[src/rtl/core/vsif_pkg.sv]
// ----------------------------------------------------------------------------
// vsif_pkg
// Types and constants shared by the vendor-specific infoframe builder.
// ----------------------------------------------------------------------------
package vsif_pkg;

  typedef struct packed {
    logic [2:0]  format_3d;
    logic [7:0]  ext_vic;
    logic [15:0] horiz_total;
    logic [15:0] vert_total;
  } in_t;

  typedef struct packed {
    logic       packet_sent;
    logic [3:0] byte_pos;
    logic [7:0] byte_value;
    logic       last_byte;
  } out_t;

  typedef struct packed {
    logic       sent;
    logic       len6;
    logic [7:0] pb4;
    logic [7:0] pb5;
    logic [7:0] csum;
  } desc_t;

  localparam logic [7:0]  VsifType    = 8'h81;
  localparam logic [7:0]  VsifVersion = 8'h01;
  localparam logic [7:0]  OuiByte0    = 8'h03;
  localparam logic [7:0]  OuiByte1    = 8'h0C;
  localparam logic [7:0]  OuiByte2    = 8'h00;
  localparam logic [7:0]  Fmt3d       = 8'h40;
  localparam logic [7:0]  FmtExtRes   = 8'h20;
  localparam logic [7:0]  StructSbs   = 8'h80;
  localparam logic [7:0]  StructTb    = 8'h60;
  localparam logic [7:0]  LenNormal   = 8'd5;
  localparam logic [7:0]  LenSbs      = 8'd6;
  localparam logic [15:0] VicMinHtot  = 16'd3840;
  localparam logic [15:0] VicMinVtot  = 16'd2160;

  localparam logic [2:0] F3dNone     = 3'd0;
  localparam logic [2:0] F3dSbs      = 3'd3;
  localparam logic [2:0] F3dSbsSw    = 3'd4;
  localparam logic [2:0] F3dTb       = 3'd5;
  localparam logic [2:0] F3dTbSw     = 3'd6;

  localparam logic [3:0] PosHb0  = 4'd0;
  localparam logic [3:0] PosHb1  = 4'd1;
  localparam logic [3:0] PosHb2  = 4'd2;
  localparam logic [3:0] PosPb0  = 4'd3;
  localparam logic [3:0] PosPb1  = 4'd4;
  localparam logic [3:0] PosPb2  = 4'd5;
  localparam logic [3:0] PosPb3  = 4'd6;
  localparam logic [3:0] PosPb4  = 4'd7;
  localparam logic [3:0] PosPb5  = 4'd8;
  localparam logic [3:0] PosPb6  = 4'd9;

endpackage

[src/rtl/core/hdmi_vsif_packet_builder_core.sv]
// ----------------------------------------------------------------------------
// hdmi_vsif_packet_builder_core
// The first byte passes the front descriptor register, queue entry and output
// register. The byte sequencer emits one byte per cycle while out_stall is
// low; 9 bytes per request, 10 for side-by-side, 1 when no packet is sent.
// Reset: synchronous, active low; clears the valid flags, queue pointers
// and byte counter.
// ----------------------------------------------------------------------------
module hdmi_vsif_packet_builder_core (
  input  logic           clk,
  input  logic           rst_n,
  input  logic           in_valid,
  output logic           in_stall,
  input  vsif_pkg::in_t  in_data,
  output logic           out_valid,
  input  logic           out_stall,
  output vsif_pkg::out_t out_data
);

  logic            push;
  vsif_pkg::desc_t push_desc;
  logic            q_full;
  logic            pop;
  logic            not_empty;
  vsif_pkg::desc_t head;

  vsif_front u_front (
    .clk       (clk),
    .rst_n     (rst_n),
    .in_valid  (in_valid),
    .in_stall  (in_stall),
    .in_data   (in_data),
    .push      (push),
    .push_desc (push_desc),
    .q_full    (q_full)
  );

  vsif_queue u_queue (
    .clk       (clk),
    .rst_n     (rst_n),
    .push      (push),
    .push_desc (push_desc),
    .full      (q_full),
    .pop       (pop),
    .not_empty (not_empty),
    .head      (head)
  );

  vsif_back u_back (
    .clk       (clk),
    .rst_n     (rst_n),
    .not_empty (not_empty),
    .head      (head),
    .pop       (pop),
    .out_valid (out_valid),
    .out_stall (out_stall),
    .out_data  (out_data)
  );

endmodule

[src/rtl/core/vsif_front.sv]
// ----------------------------------------------------------------------------
// vsif_front
// Accepts a timing request and reduces it to a packet descriptor.
// ----------------------------------------------------------------------------
module vsif_front (
  input  logic           clk,
  input  logic           rst_n,
  input  logic           in_valid,
  output logic           in_stall,
  input  vsif_pkg::in_t  in_data,
  output logic           push,
  output vsif_pkg::desc_t push_desc,
  input  logic           q_full
);

  logic            valid_r, valid_nxt;
  vsif_pkg::desc_t desc_r;
  vsif_pkg::desc_t desc_c;
  logic            accept;
  logic            vic_mode;
  logic [7:0]      len;
  logic [7:0]      sum;

  always_comb begin
    vic_mode = (in_data.ext_vic != 8'd0) &&
               (in_data.horiz_total >= vsif_pkg::VicMinHtot) &&
               (in_data.vert_total >= vsif_pkg::VicMinVtot);
    desc_c.sent = (in_data.format_3d != vsif_pkg::F3dNone) || vic_mode;
    desc_c.pb4  = (in_data.format_3d != vsif_pkg::F3dNone) ? vsif_pkg::Fmt3d
                                                         : vsif_pkg::FmtExtRes;
    desc_c.len6 = 1'b0;
    case (in_data.format_3d) inside
      vsif_pkg::F3dSbs, vsif_pkg::F3dSbsSw: begin
        desc_c.pb5  = vsif_pkg::StructSbs;
        desc_c.len6 = 1'b1;
      end
      vsif_pkg::F3dTb, vsif_pkg::F3dTbSw: begin
        desc_c.pb5 = vsif_pkg::StructTb;
      end
      default: begin
        desc_c.pb5 = 8'h00;
      end
    endcase
    if (vic_mode) begin
      desc_c.pb5 = in_data.ext_vic;
    end
    len = desc_c.len6 ? vsif_pkg::LenSbs : vsif_pkg::LenNormal;
    sum = vsif_pkg::VsifType + vsif_pkg::VsifVersion + len + vsif_pkg::OuiByte0 +
          vsif_pkg::OuiByte1 + vsif_pkg::OuiByte2 + desc_c.pb4 + desc_c.pb5;
    desc_c.csum = 8'h00 - sum;
  end

  assign in_stall  = valid_r && q_full;
  assign accept    = in_valid && !in_stall;
  assign push      = valid_r && !q_full;
  assign push_desc = desc_r;
  assign valid_nxt = accept || (valid_r && !push);

  always_ff @(posedge clk) begin
    if (!rst_n) begin
      valid_r <= 1'b0;
    end else begin
      valid_r <= valid_nxt;
    end
  end

  always_ff @(posedge clk) begin
    if (accept) begin
      desc_r <= desc_c;
    end
  end

endmodule

[src/rtl/core/vsif_queue.sv]
// ----------------------------------------------------------------------------
// vsif_queue
// Two-entry descriptor queue between the front and the byte sequencer.
// ----------------------------------------------------------------------------
module vsif_queue (
  input  logic            clk,
  input  logic            rst_n,
  input  logic            push,
  input  vsif_pkg::desc_t push_desc,
  output logic            full,
  input  logic            pop,
  output logic            not_empty,
  output vsif_pkg::desc_t head
);

  vsif_pkg::desc_t ent_r [2];
  logic            wr_ptr_r, wr_ptr_nxt;
  logic            rd_ptr_r, rd_ptr_nxt;
  logic [1:0]      count_r, count_nxt;

  assign full      = (count_r == 2'd2);
  assign not_empty = (count_r != 2'd0);
  assign head      = ent_r[rd_ptr_r];

  always_comb begin
    wr_ptr_nxt = push ? !wr_ptr_r : wr_ptr_r;
    rd_ptr_nxt = pop ? !rd_ptr_r : rd_ptr_r;
    count_nxt  = count_r;
    if (push && !pop) begin
      count_nxt = count_r + 2'd1;
    end else if (pop && !push) begin
      count_nxt = count_r - 2'd1;
    end
  end

  always_ff @(posedge clk) begin
    if (!rst_n) begin
      wr_ptr_r <= 1'b0;
      rd_ptr_r <= 1'b0;
      count_r  <= 2'd0;
    end else begin
      wr_ptr_r <= wr_ptr_nxt;
      rd_ptr_r <= rd_ptr_nxt;
      count_r  <= count_nxt;
    end
  end

  always_ff @(posedge clk) begin
    if (push) begin
      ent_r[wr_ptr_r] <= push_desc;
    end
  end

endmodule

[src/rtl/core/vsif_back.sv]
// ----------------------------------------------------------------------------
// vsif_back
// Byte sequencer: walks a descriptor out one packet byte per cycle while out_stall is low.
// ----------------------------------------------------------------------------
module vsif_back (
  input  logic            clk,
  input  logic            rst_n,
  input  logic            not_empty,
  input  vsif_pkg::desc_t head,
  output logic            pop,
  output logic            out_valid,
  input  logic            out_stall,
  output vsif_pkg::out_t  out_data
);

  logic           out_valid_r, out_valid_nxt;
  vsif_pkg::out_t out_r;
  vsif_pkg::out_t res_c;
  logic [3:0]     pos_r, pos_nxt;
  logic           load;
  logic           last;
  logic [3:0]     last_pos;

  assign load     = not_empty && (!out_valid_r || !out_stall);
  assign last_pos = head.len6 ? vsif_pkg::PosPb6 : vsif_pkg::PosPb5;
  assign last     = !head.sent || (pos_r == last_pos);
  assign pop      = load && last;

  always_comb begin
    res_c.packet_sent = head.sent;
    res_c.byte_pos    = head.sent ? pos_r : 4'd0;
    res_c.last_byte   = last;
    unique case (pos_r)
      vsif_pkg::PosHb0: res_c.byte_value = vsif_pkg::VsifType;
      vsif_pkg::PosHb1: res_c.byte_value = vsif_pkg::VsifVersion;
      vsif_pkg::PosHb2: res_c.byte_value = head.len6 ? vsif_pkg::LenSbs
                                                     : vsif_pkg::LenNormal;
      vsif_pkg::PosPb0: res_c.byte_value = head.csum;
      vsif_pkg::PosPb1: res_c.byte_value = vsif_pkg::OuiByte0;
      vsif_pkg::PosPb2: res_c.byte_value = vsif_pkg::OuiByte1;
      vsif_pkg::PosPb3: res_c.byte_value = vsif_pkg::OuiByte2;
      vsif_pkg::PosPb4: res_c.byte_value = head.pb4;
      vsif_pkg::PosPb5: res_c.byte_value = head.pb5;
      default:          res_c.byte_value = 8'h00;
    endcase
    if (!head.sent) begin
      res_c.byte_value = 8'h00;
    end
    pos_nxt = pos_r;
    if (load) begin
      pos_nxt = last ? vsif_pkg::PosHb0 : pos_r + 4'd1;
    end
    out_valid_nxt = load || (out_valid_r && out_stall);
  end

  always_ff @(posedge clk) begin
    if (!rst_n) begin
      out_valid_r <= 1'b0;
      pos_r       <= vsif_pkg::PosHb0;
    end else begin
      out_valid_r <= out_valid_nxt;
      pos_r       <= pos_nxt;
    end
  end

  always_ff @(posedge clk) begin
    if (load) begin
      out_r <= res_c;
    end
  end

  assign out_valid = out_valid_r;
  assign out_data  = out_r;

endmodule
[config.mk]
export PLATFORM = sky130hd
export DESIGN_NAME = hdmi_vsif_packet_builder_core
export DESIGN_NICKNAME = d
export VERILOG_FILES = /design/src/rtl/core/vsif_pkg.sv /design/src/rtl/core/hdmi_vsif_packet_builder_core.sv /design/src/rtl/core/vsif_front.sv /design/src/rtl/core/vsif_queue.sv /design/src/rtl/core/vsif_back.sv
export SDC_FILE = /design/constraint.sdc
export NUM_CORES = 1
export LEC_CHECK = 0
export BUFFER_PORTS_ARGS = -buffer_cell sky130_fd_sc_hd__buf_4
export CAP_MARGIN = 10
export CORE_MARGIN = 2
export CORE_UTILIZATION = 31
export CTS_BUF_LIST = sky130_fd_sc_hd__clkbuf_8
export CTS_CLUSTER_SIZE = 14
export DETAILED_ROUTE_END_ITERATION = 10
export GPL_TIMING_DRIVEN = 0
export PLACE_DENSITY = 0.48
export SKIP_CTS_REPAIR_TIMING = 1
export SYNTH_ARGS = -nofsm -noshare
export SYNTH_HDL_FRONTEND = slang
export SYNTH_HIERARCHICAL = 1
export SYNTH_SLANG_ARGS = --single-unit
export TNS_END_PERCENT = 1
[constraint.sdc]
create_clock -name clk -period 7.75 [get_ports clk]
set_input_delay 1.1625 -clock clk [delete_from_list [all_inputs] [get_ports clk]]
set_output_delay 1.1625 -clock clk [all_outputs]
set_load 0.03 [all_outputs]
==> impl_summary.txt, run 1 <==
----------------------------------------------------
[Detailed routing]
  Average detailed-routed wire length per instance ... 14.7 um
  DRC violation count after routing ... 0
  Via Count ... about 2,500
  Number of DRC violations after detailed-routing iteration 0 ... 130
  Aggregate routed wire length ... 8.19 mm
  Avg Vias per Cell ... about 4.5
  Pre-Repair DR Iteration Count ... 4
  Routed Antenna Nets ... 0

[Hold path]
  End point of the worst hold path ... u_queue/ent_r[1][5]
  Worst hold path class ... reg2reg
  Hold_sp ... u_front/push_desc[5]
  Hold Path Stages ... 0

[Power]
  Internal portion of total power ... 0.840 mW
  Part of the power in combinational logic ... 17.6%
  Switching power ... 0.319 mW
  Seq pwr share ... 56.3%
  Largest vdd supply drop ... around 80 uV
  Switching part of the total power ... 27.5%
  Power density normalized to cell area ... 221 mW/mm2
  Leakage power of the design ... about 1.9 nW
  Clock network fraction of design power ... 26.1%

[Synthesis]
  Share of synthesized registers carrying an async set or reset ... 0%
  Seq/Total Area, Yosys ... 63.8%
  Syn Std Cell Area ... 0.00439 mm2
  Synthesis-stage register bit count ... 97
  Cell variety after synth ... 52
  Main flop type after synthesis ... sky130_fd_sc_hd__edfxtp_1
  Cells after synthesis ... 304
  Count of flip-flops with a built-in enable after synthesis ... 86
  Syn avg cell area ... 14.5 um2
  Yosys Warn Count ... 6

[Layout]
  Ratio of cells with drive above 1 in the final layout ... 32.4%
  Multi-input combinational cell area ... 0.00146 mm2
  Fillers ... approximately 1,300
  Number of nets in the final layout ... 433
  Register area ... 0.00280 mm2
  Number of antenna diodes ... 0
  Area grow syn2layout ... 19.3%

[Die]
  Area inside the core boundary ... 0.0139 mm2
  Total I/O pin count ... 63
  Die Height ... 123 um
  DIE AREA ... 0.0151 mm2
  Die span in x ... 123 um
  Count of standard-cell rows ... 43
  Initial standard-cell utilization of the core ... 31.6%

[Outcome]
  Outcome ... complete, no violations

[GRT]
  Met3 global-route usage ... 2.35%
  All-layer global routing usage ... 11.6%
  Number of global-route vias before repair ... about 2,500
  Total congestion overflow after global routing ... 0
  Global routing's busiest layer ... met2
  Global-route met1 utilization ... 14.5%
  Number of antenna violations at the first check in global routing ... 0
  GR Util met2 ... between 10% and 20%
  First-pass GRT wire length ... 13.1 mm
  Pin count of the biggest net entering global routing ... 28

[Timing]
  Worst hold slack ... about 0.45 ns
  Clock period minus final worst setup slack ... 4.16 ns
  Slew at the pin closest to its max-slew limit ... 1.06 ns
  Count of pins over their slew limit ... 0
  Final setup violation count ... 0
  Post-Route Skew ... 0.0124 ns
  RSZ-0062 raised after global routing ... no
  Achievable Freq ... between 200 and 250 MHz
  Final clock period utilization by the worst path ... 53.7%
  Final hold vios ... 0
  Slew margin rel. ... 29.1%
  Aggregate negative setup slack ... 0 ns

[Clocking]
  Maximum number of buffers from clock root to sink ... 2
  Clock tree from TritonCTS ... done
  Clock-pin slew reported for the worst setup and hold paths after clock tree synthesis ... 0.10 ns
  Number of sinks handled by clock tree synthesis ... 97
  # H-tree levels ... 3
  Cell at the root of the clock tree ... sky130_fd_sc_hd__clkbuf_8
  Clock Latency Late Sink ... around 0.37 ns
  CTS Buf Count ... 9

[Flow run]
  Maxcap violations ... 0

[Critical path]
  Critical setup path kind ... in2reg
  Max FO, Critical Path ... 10
  Worst R2R End ... u_queue/count_r[1]
  Reg2reg setup slack ... 5.19 ns
  Type of origin of the critical path ... input pin
  Worst Setup End Kind ... flip-flop
  Data required time of the worst path ... roughly 7.9 ns
  Number of cells on the worst reg-to-reg path ... 9
  Endpoint arrival time on the critical path ... 4.30 ns

[Place]
  Weighted congestion at the end of routability-driven global placement ... between 0.7 and 0.8
  Quantity of I/O buffers inserted on ports ... 50
  DPL Wire Length ... about 5.9 mm

----------------------------------------------------
layout make-up:
cell class                 instances  share of cell area, %
multi-input combinational        184                   27.9
tap                              180                   4.30
sequential                        97                   53.5
buffer                            15                   2.08
clock inverter                     7                   1.00
clock buffer                       9                   2.36
timing repair buffer              52                   7.97
inverter                          13                  0.931
how the worst max path moves through the flow:
stage / from / endpoint / slack (ns)
finish: in_data[30] / u_front/push_desc[7] / 3.59
global route: in_data[30] / u_front/push_desc[7] / 3.37
CTS: in_data[30] / u_front/push_desc[7] / 3.54
detailed placement: in_data[30] / u_front/push_desc[7] / 3.12
global placement: in_data[30] / u_front/push_desc[7] / 3.15
floorplan: in_data[30] / u_front/push_desc[7] / 3.52
kinds of logic after synthesis:
family / synth area share (%)
adder cells (fa/ha/maj): 3.99
buffers and inverters: 3.59
other: 0.0854
AND/OR/NAND/NOR: 10.1
XOR/XNOR: 2.39
AO/OA/AOI/OAI: 7.92
flip-flops: 63.8
multiplexers: 8.17
power by group through the flow:
stage	clock network (mW)	logic [mW]	registers (mW)
4_1_cts	0.315	0.209	0.653
2_1_floorplan	0	0.106	0.690
3_3_place_gp	0	0.203	0.664
3_5_place_dp	0	0.207	0.665
5_1_grt	0.337	0.225	0.658
6_report	0.303	0.204	0.652
synthesized netlist by cell type, types with 3 or more instances:
cell / n / share of area [%]
sky130_fd_sc_hd__or3_1: 4 / 0.57
sky130_fd_sc_hd__buf_6: 3 / 0.77
sky130_fd_sc_hd__and2_1: 12 / 1.7
sky130_fd_sc_hd__nand2_1: 16 / 1.4
sky130_fd_sc_hd__or3b_1: 3 / 0.60
sky130_fd_sc_hd__nor4_1: 3 / 0.43
sky130_fd_sc_hd__a21o_1: 4 / 0.68
sky130_fd_sc_hd__ha_1: 14 / 4.0
sky130_fd_sc_hd__xor2_1: 7 / 1.4
sky130_fd_sc_hd__xnor2_1: 5 / 1.0
sky130_fd_sc_hd__nand3_1: 5 / 0.57
sky130_fd_sc_hd__buf_4: 7 / 1.2
sky130_fd_sc_hd__nand3b_1: 4 / 0.68
sky130_fd_sc_hd__mux2_2: 31 / 7.9
sky130_fd_sc_hd__nor2b_1: 8 / 1.1
sky130_fd_sc_hd__o211ai_1: 4 / 0.68
sky130_fd_sc_hd__edfxtp_1: 86 / 59
sky130_fd_sc_hd__dfxtp_1: 11 / 5.0
sky130_fd_sc_hd__a21oi_1: 3 / 0.34
sky130_fd_sc_hd__a211oi_1: 6 / 1.0
sky130_fd_sc_hd__nand2b_1: 4 / 0.57
sky130_fd_sc_hd__inv_1: 13 / 1.1
sky130_fd_sc_hd__a22oi_1: 5 / 0.85
sky130_fd_sc_hd__and3b_1: 3 / 0.60
sky130_fd_sc_hd__buf_2: 3 / 0.34
sky130_fd_sc_hd__o21ai_0: 5 / 0.57
stage by stage:
step	total power, mW	cell area [um2]	util [%]	worst slack (ns)	std cells
4_1_cts	1.18	5240	37.8	3.54	557
6_report	1.16	5240	37.8	3.59	557
2_1_floorplan	0.795	4410	-	3.52	309
3_3_place_gp	0.866	5010	36.1	3.15	539
3_5_place_dp	0.872	5060	36.5	3.12	541
5_1_grt	1.22	5240	37.8	3.37	557
critical path: stages:
cell,delay [ns]
sky130_fd_sc_hd__buf_4,0.10
sky130_fd_sc_hd__or4_1,0.52
sky130_fd_sc_hd__a41oi_2,0.18
sky130_fd_sc_hd__a211oi_2,0.11
sky130_fd_sc_hd__buf_6,0.19
sky130_fd_sc_hd__nand2_1,0.14
sky130_fd_sc_hd__ha_1,0.17
sky130_fd_sc_hd__inv_1,0.04
sky130_fd_sc_hd__ha_1,0.15
sky130_fd_sc_hd__or2_2,0.29
sky130_fd_sc_hd__ha_1,0.21
sky130_fd_sc_hd__mux2_2,0.28
sky130_fd_sc_hd__a221oi_1,0.32
sky130_fd_sc_hd__xor2_1,0.18
sky130_fd_sc_hd__mux2i_1,0.11
sky130_fd_sc_hd__xnor2_1,0.15
layer usage:
layer / up-vias / part of all wire [%]
li1: 1267 / -
met1: 1157 / 46
met2: 69 / 47
met3: 12 / 4.6
met4: 0 / 1.9
met5: - / 0
flip-flops by register name (all words and copies together), names as in the netlist, named ones only:
register and flops:
u_queue/count_r 2, u_back/out_valid 1, u_queue/rd_ptr_r 1, u_queue/wr_ptr_r 1, u_front/valid_r 1, u_back/pos_r 4
u_back/out_data 14, u_front/push_desc 20, u_queue/ent_r 52
placed cells by master (no fill, tap or decap), types with 4 or more instances in the layout:
master and count:
sky130_fd_sc_hd__edfxtp_1 86, sky130_fd_sc_hd__nor2b_1 6, sky130_fd_sc_hd__a21o_1 4, sky130_fd_sc_hd__buf_4 57
sky130_fd_sc_hd__nand2b_1 4, sky130_fd_sc_hd__xor2_1 7, sky130_fd_sc_hd__or3_1 4, sky130_fd_sc_hd__nand3b_1 4
sky130_fd_sc_hd__and2_1 12, sky130_fd_sc_hd__inv_1 14, sky130_fd_sc_hd__ha_1 14, sky130_fd_sc_hd__a211oi_1 6
sky130_fd_sc_hd__nand3_1 5, sky130_fd_sc_hd__mux2_2 31, sky130_fd_sc_hd__o211ai_1 4, sky130_fd_sc_hd__xnor2_1 5
sky130_fd_sc_hd__clkbuf_8 9, sky130_fd_sc_hd__a22oi_1 5, sky130_fd_sc_hd__conb_1 6, sky130_fd_sc_hd__o21ai_0 5
sky130_fd_sc_hd__dfxtp_1 11, sky130_fd_sc_hd__nand2_1 16
No activity file was read; power rests on OpenSTA's default activity.
==> run 2: changes to the inputs <==
--- a/config.mk
+++ b/config.mk
@@ -13,7 +13,7 @@
 export CTS_CLUSTER_SIZE = 14
 export DETAILED_ROUTE_END_ITERATION = 10
 export GPL_TIMING_DRIVEN = 0
-export PLACE_DENSITY = 0.48
+export PLACE_DENSITY = 0.5
 export SKIP_CTS_REPAIR_TIMING = 1
 export SYNTH_ARGS = -nofsm -noshare
 export SYNTH_HDL_FRONTEND = slang
==> constraint.sdc (replaced) <==
create_clock -name clk -period 3.7 [get_ports clk]
set_input_delay 0.555 -clock clk [delete_from_list [all_inputs] [get_ports clk]]
set_output_delay 0.555 -clock clk [all_outputs]
set_load 0.03 [all_outputs]
==> impl_summary.txt, run 2 (synthesis gave the netlist of run 1 again) <==
----------------------------------------------------
[Die]
  Initial standard-cell utilization of the core ... 31.6% (unchanged)
  Die span in x ... 123 um (unchanged)
  Area inside the core boundary ... 0.0139 mm2 (unchanged)
  Die Height ... 123 um (unchanged)
  DIE AREA ... 0.0151 mm2 (unchanged)
  Total I/O pin count ... 63 (unchanged)
  Count of standard-cell rows ... 43 (unchanged)

[Detailed routing]
  Routed Antenna Nets ... 0 (unchanged)
  DRC violation count after routing ... 0 (unchanged)
  Number of DRC violations after detailed-routing iteration 0 ... 114 (-12%)
  Pre-Repair DR Iteration Count ... 4 (unchanged)
  Via Count ... 2,568 (+2.5%)
  Avg Vias per Cell ... 4.61 (+2.5%)
  Aggregate routed wire length ... 8.15 mm (-0.54%)
  Average detailed-routed wire length per instance ... 14.6 um (-0.54%)

[GRT]
  First-pass GRT wire length ... 13.0 mm (about the same)
  Total congestion overflow after global routing ... 0 (unchanged)
  All-layer global routing usage ... 11.4% (-0.13 points)
  Number of global-route vias before repair ... 2,576 (+1.2%)
  Pin count of the biggest net entering global routing ... 28 (unchanged)
  Number of antenna violations at the first check in global routing ... 0 (unchanged)

[Timing]
  Aggregate negative setup slack ... 0 ns (unchanged)
  Final clock period utilization by the worst path ... 95.4%
  Final hold vios ... 0 (unchanged)
  Final setup violation count ... 0 (unchanged)
  Slew margin rel. ... 29.0% (-0.098 points)
  RSZ-0062 raised after global routing ... no
  Worst hold slack ... 0.416 ns (-0.0375 ns)
  Slew at the pin closest to its max-slew limit ... 1.06 ns (+0.00146 ns)
  Min setup slack post-route ... 0.169 ns (-3.42 ns)
  Clock period minus final worst setup slack ... 3.53 ns
  Achievable Freq ... 283 MHz
  Count of pins over their slew limit ... 0 (unchanged)
  Post-Route Skew ... 0.00925 ns (-0.00315 ns)

[Power]
  Switching part of the total power ... 27.2% (-0.35 points)
  Seq pwr share ... 56.4% (about the same)
  Part of the power in combinational logic ... 17.8% (+0.2 points)
  Total power ... 2.42 mW (+110%)
  Switching power ... 0.659 mW (+110%)
  Clock network fraction of design power ... 25.8% (-0.3 points)
  Leakage power of the design ... 1.95 nW (+0.77%)
  Largest vdd supply drop ... 173 uV (+120%)
  Internal portion of total power ... 1.76 mW (+110%)
  Power density normalized to cell area ... 462 mW/mm2 (+110%)

[Critical path]
  Capture point of the worst path ... u_front/push_desc[7]
  Reg2reg setup slack ... 1.12 ns (-4.07 ns)
  Type of origin of the critical path ... input pin
  Number of cells on the worst reg-to-reg path ... 9 (unchanged)
  Longest individual stage delay on the worst path ... 0.52 ns (about the same)
  Endpoint arrival time on the critical path ... 3.65 ns (-0.65 ns)
  Worst R2R End ... u_queue/count_r[1]
  Critical Path Source ... in_data[30]
  Critical setup path kind ... in2reg
  Data required time of the worst path ... 3.82 ns (-4.07 ns)
  Critical path cell sequence ... buf_4, or4_1, a41oi_2, a211oi_2, buf_6, nand2_1, ha_1, inv_1, ha_1, or2_2, ha_1, mux2_2, a221oi_2, xor2_1, mux2i_1, xnor2_1
  Most Frequent Cell on Critical Path ... sky130_fd_sc_hd__ha_1
  Slowest cell on the critical path ... sky130_fd_sc_hd__or4_1
  Max FO, Critical Path ... 10 (unchanged)
  Worst Setup End Kind ... flip-flop

[Clocking]
  Clock tree from TritonCTS ... done
  Number of sinks handled by clock tree synthesis ... 97 (unchanged)
  Maximum number of buffers from clock root to sink ... 2 (unchanged)
  Cell at the root of the clock tree ... sky130_fd_sc_hd__clkbuf_8
  # H-tree levels ... 3 (unchanged)
  Clock-pin slew reported for the worst setup and hold paths after clock tree synthesis ... 0.09 ns (about the same)
  CTS Buf Count ... 9 (unchanged)
  Clock Latency Late Sink ... 0.36 ns (about the same)

[Layout]
  Area grow syn2layout ... 19.5%
  Number of antenna diodes ... 0 (unchanged)
  Highest-count cells in the layout ignoring fill and taps ... sky130_fd_sc_hd__edfxtp_1, sky130_fd_sc_hd__buf_4, sky130_fd_sc_hd__mux2_2
  Top reg by flops ... u_queue/ent_r
  Register area ... 0.00280 mm2 (unchanged)
  Number of nets in the final layout ... 433 (unchanged)
  Fillers ... 1,354 (+0.52%)
  Ratio of cells with drive above 1 in the final layout ... 32.6% (+0.27 points)
  Number of flip-flops in the largest register ... 52 (unchanged)
  Commonest non-fill, non-tap cell in the layout ... sky130_fd_sc_hd__edfxtp_1
  Multi-input combinational cell area ... 0.00147 mm2 (+0.43%)

[Place]
  DPL Wire Length ... 5.94 mm (+1.3%)
  Quantity of I/O buffers inserted on ports ... 50 (unchanged)
  Weighted congestion at the end of routability-driven global placement ... 0.722 (+0.38%)
  Place WS ... -0.318 ns (-3.44 ns)

[Hold path]
  Worst hold path class ... in2reg

[Flow run]
  Maxcap violations ... 0 (unchanged)

[Outcome]
  Outcome ... complete, no violations

----------------------------------------------------
-- run 2: changes by cell type in the layout (fill, tap and decap cells not counted), sizes merged --
cell / delta
clkinvlp: -3
clkinv: +3
-- run 2: power by group through the flow --
stage               Clock, mW  Combinational [mW]  Sequential (mW)
floorplan                   0               0.221             1.44
global placement            0               0.422             1.39
detailed placement          0               0.434             1.39
CTS                     0.652               0.437             1.37
global route            0.686               0.474             1.38
finish                  0.625               0.432             1.37
-- run 2: layout make-up --
type                       instances  area share (%)
sequential                        97            53.4
multi-input combinational        184            28.0
timing repair buffer              52            7.96
tap                              180            4.29
clock buffer                       9            2.36
buffer                            15            2.07
clock inverter                     7            1.05
inverter                          13           0.929
-- run 2: how the worst min path moves through the flow --
stage / startpoint / end / slack [ns] / cells after the start
6_report: in_valid / u_front/valid_r / 0.42 / 2
5_1_grt: in_valid / u_front/valid_r / 0.41 / 2
4_1_cts: in_valid / u_front/valid_r / 0.40 / 2
3_5_place_dp: u_front/push_desc[14] / u_queue/ent_r[0][14] / 0.44 / 0
3_3_place_gp: u_front/push_desc[3] / u_queue/ent_r[0][3] / 0.42 / 0
2_1_floorplan: u_front/push_desc[0] / u_queue/ent_r[0][0] / 0.42 / 0
-- run 2: through the flow --
stage / area [um2] / util [%] / cells
3_3_place_gp: 5010 / 36.1 / 539
2_1_floorplan: 4410 / - / 309
3_5_place_dp: 5060 / 36.5 / 541
5_1_grt: 5250 / 37.8 / 557
4_1_cts: 5240 / 37.8 / 557
6_report: 5250 / 37.8 / 557
-- run 2: layer usage --
layer | vias to the layer above | wire length (um) | global-route usage, %
met3 | 10 | 292 | 1.94
met1 | 1226 | 3820 | 14.6
met4 | 0 | 153 | 5.11
met5 | - | 0 | 0
li1 | 1269 | - | -
met2 | 63 | 3880 | 19.1
-- run 2: critical path, delay by kind of cell --
family	cells	cell delay [ns]
simple gates	3	0.94
compound gates	3	0.55
fa+ha+maj	3	0.54
mux	2	0.41
buf+inv	3	0.34
xor+xnor	2	0.33
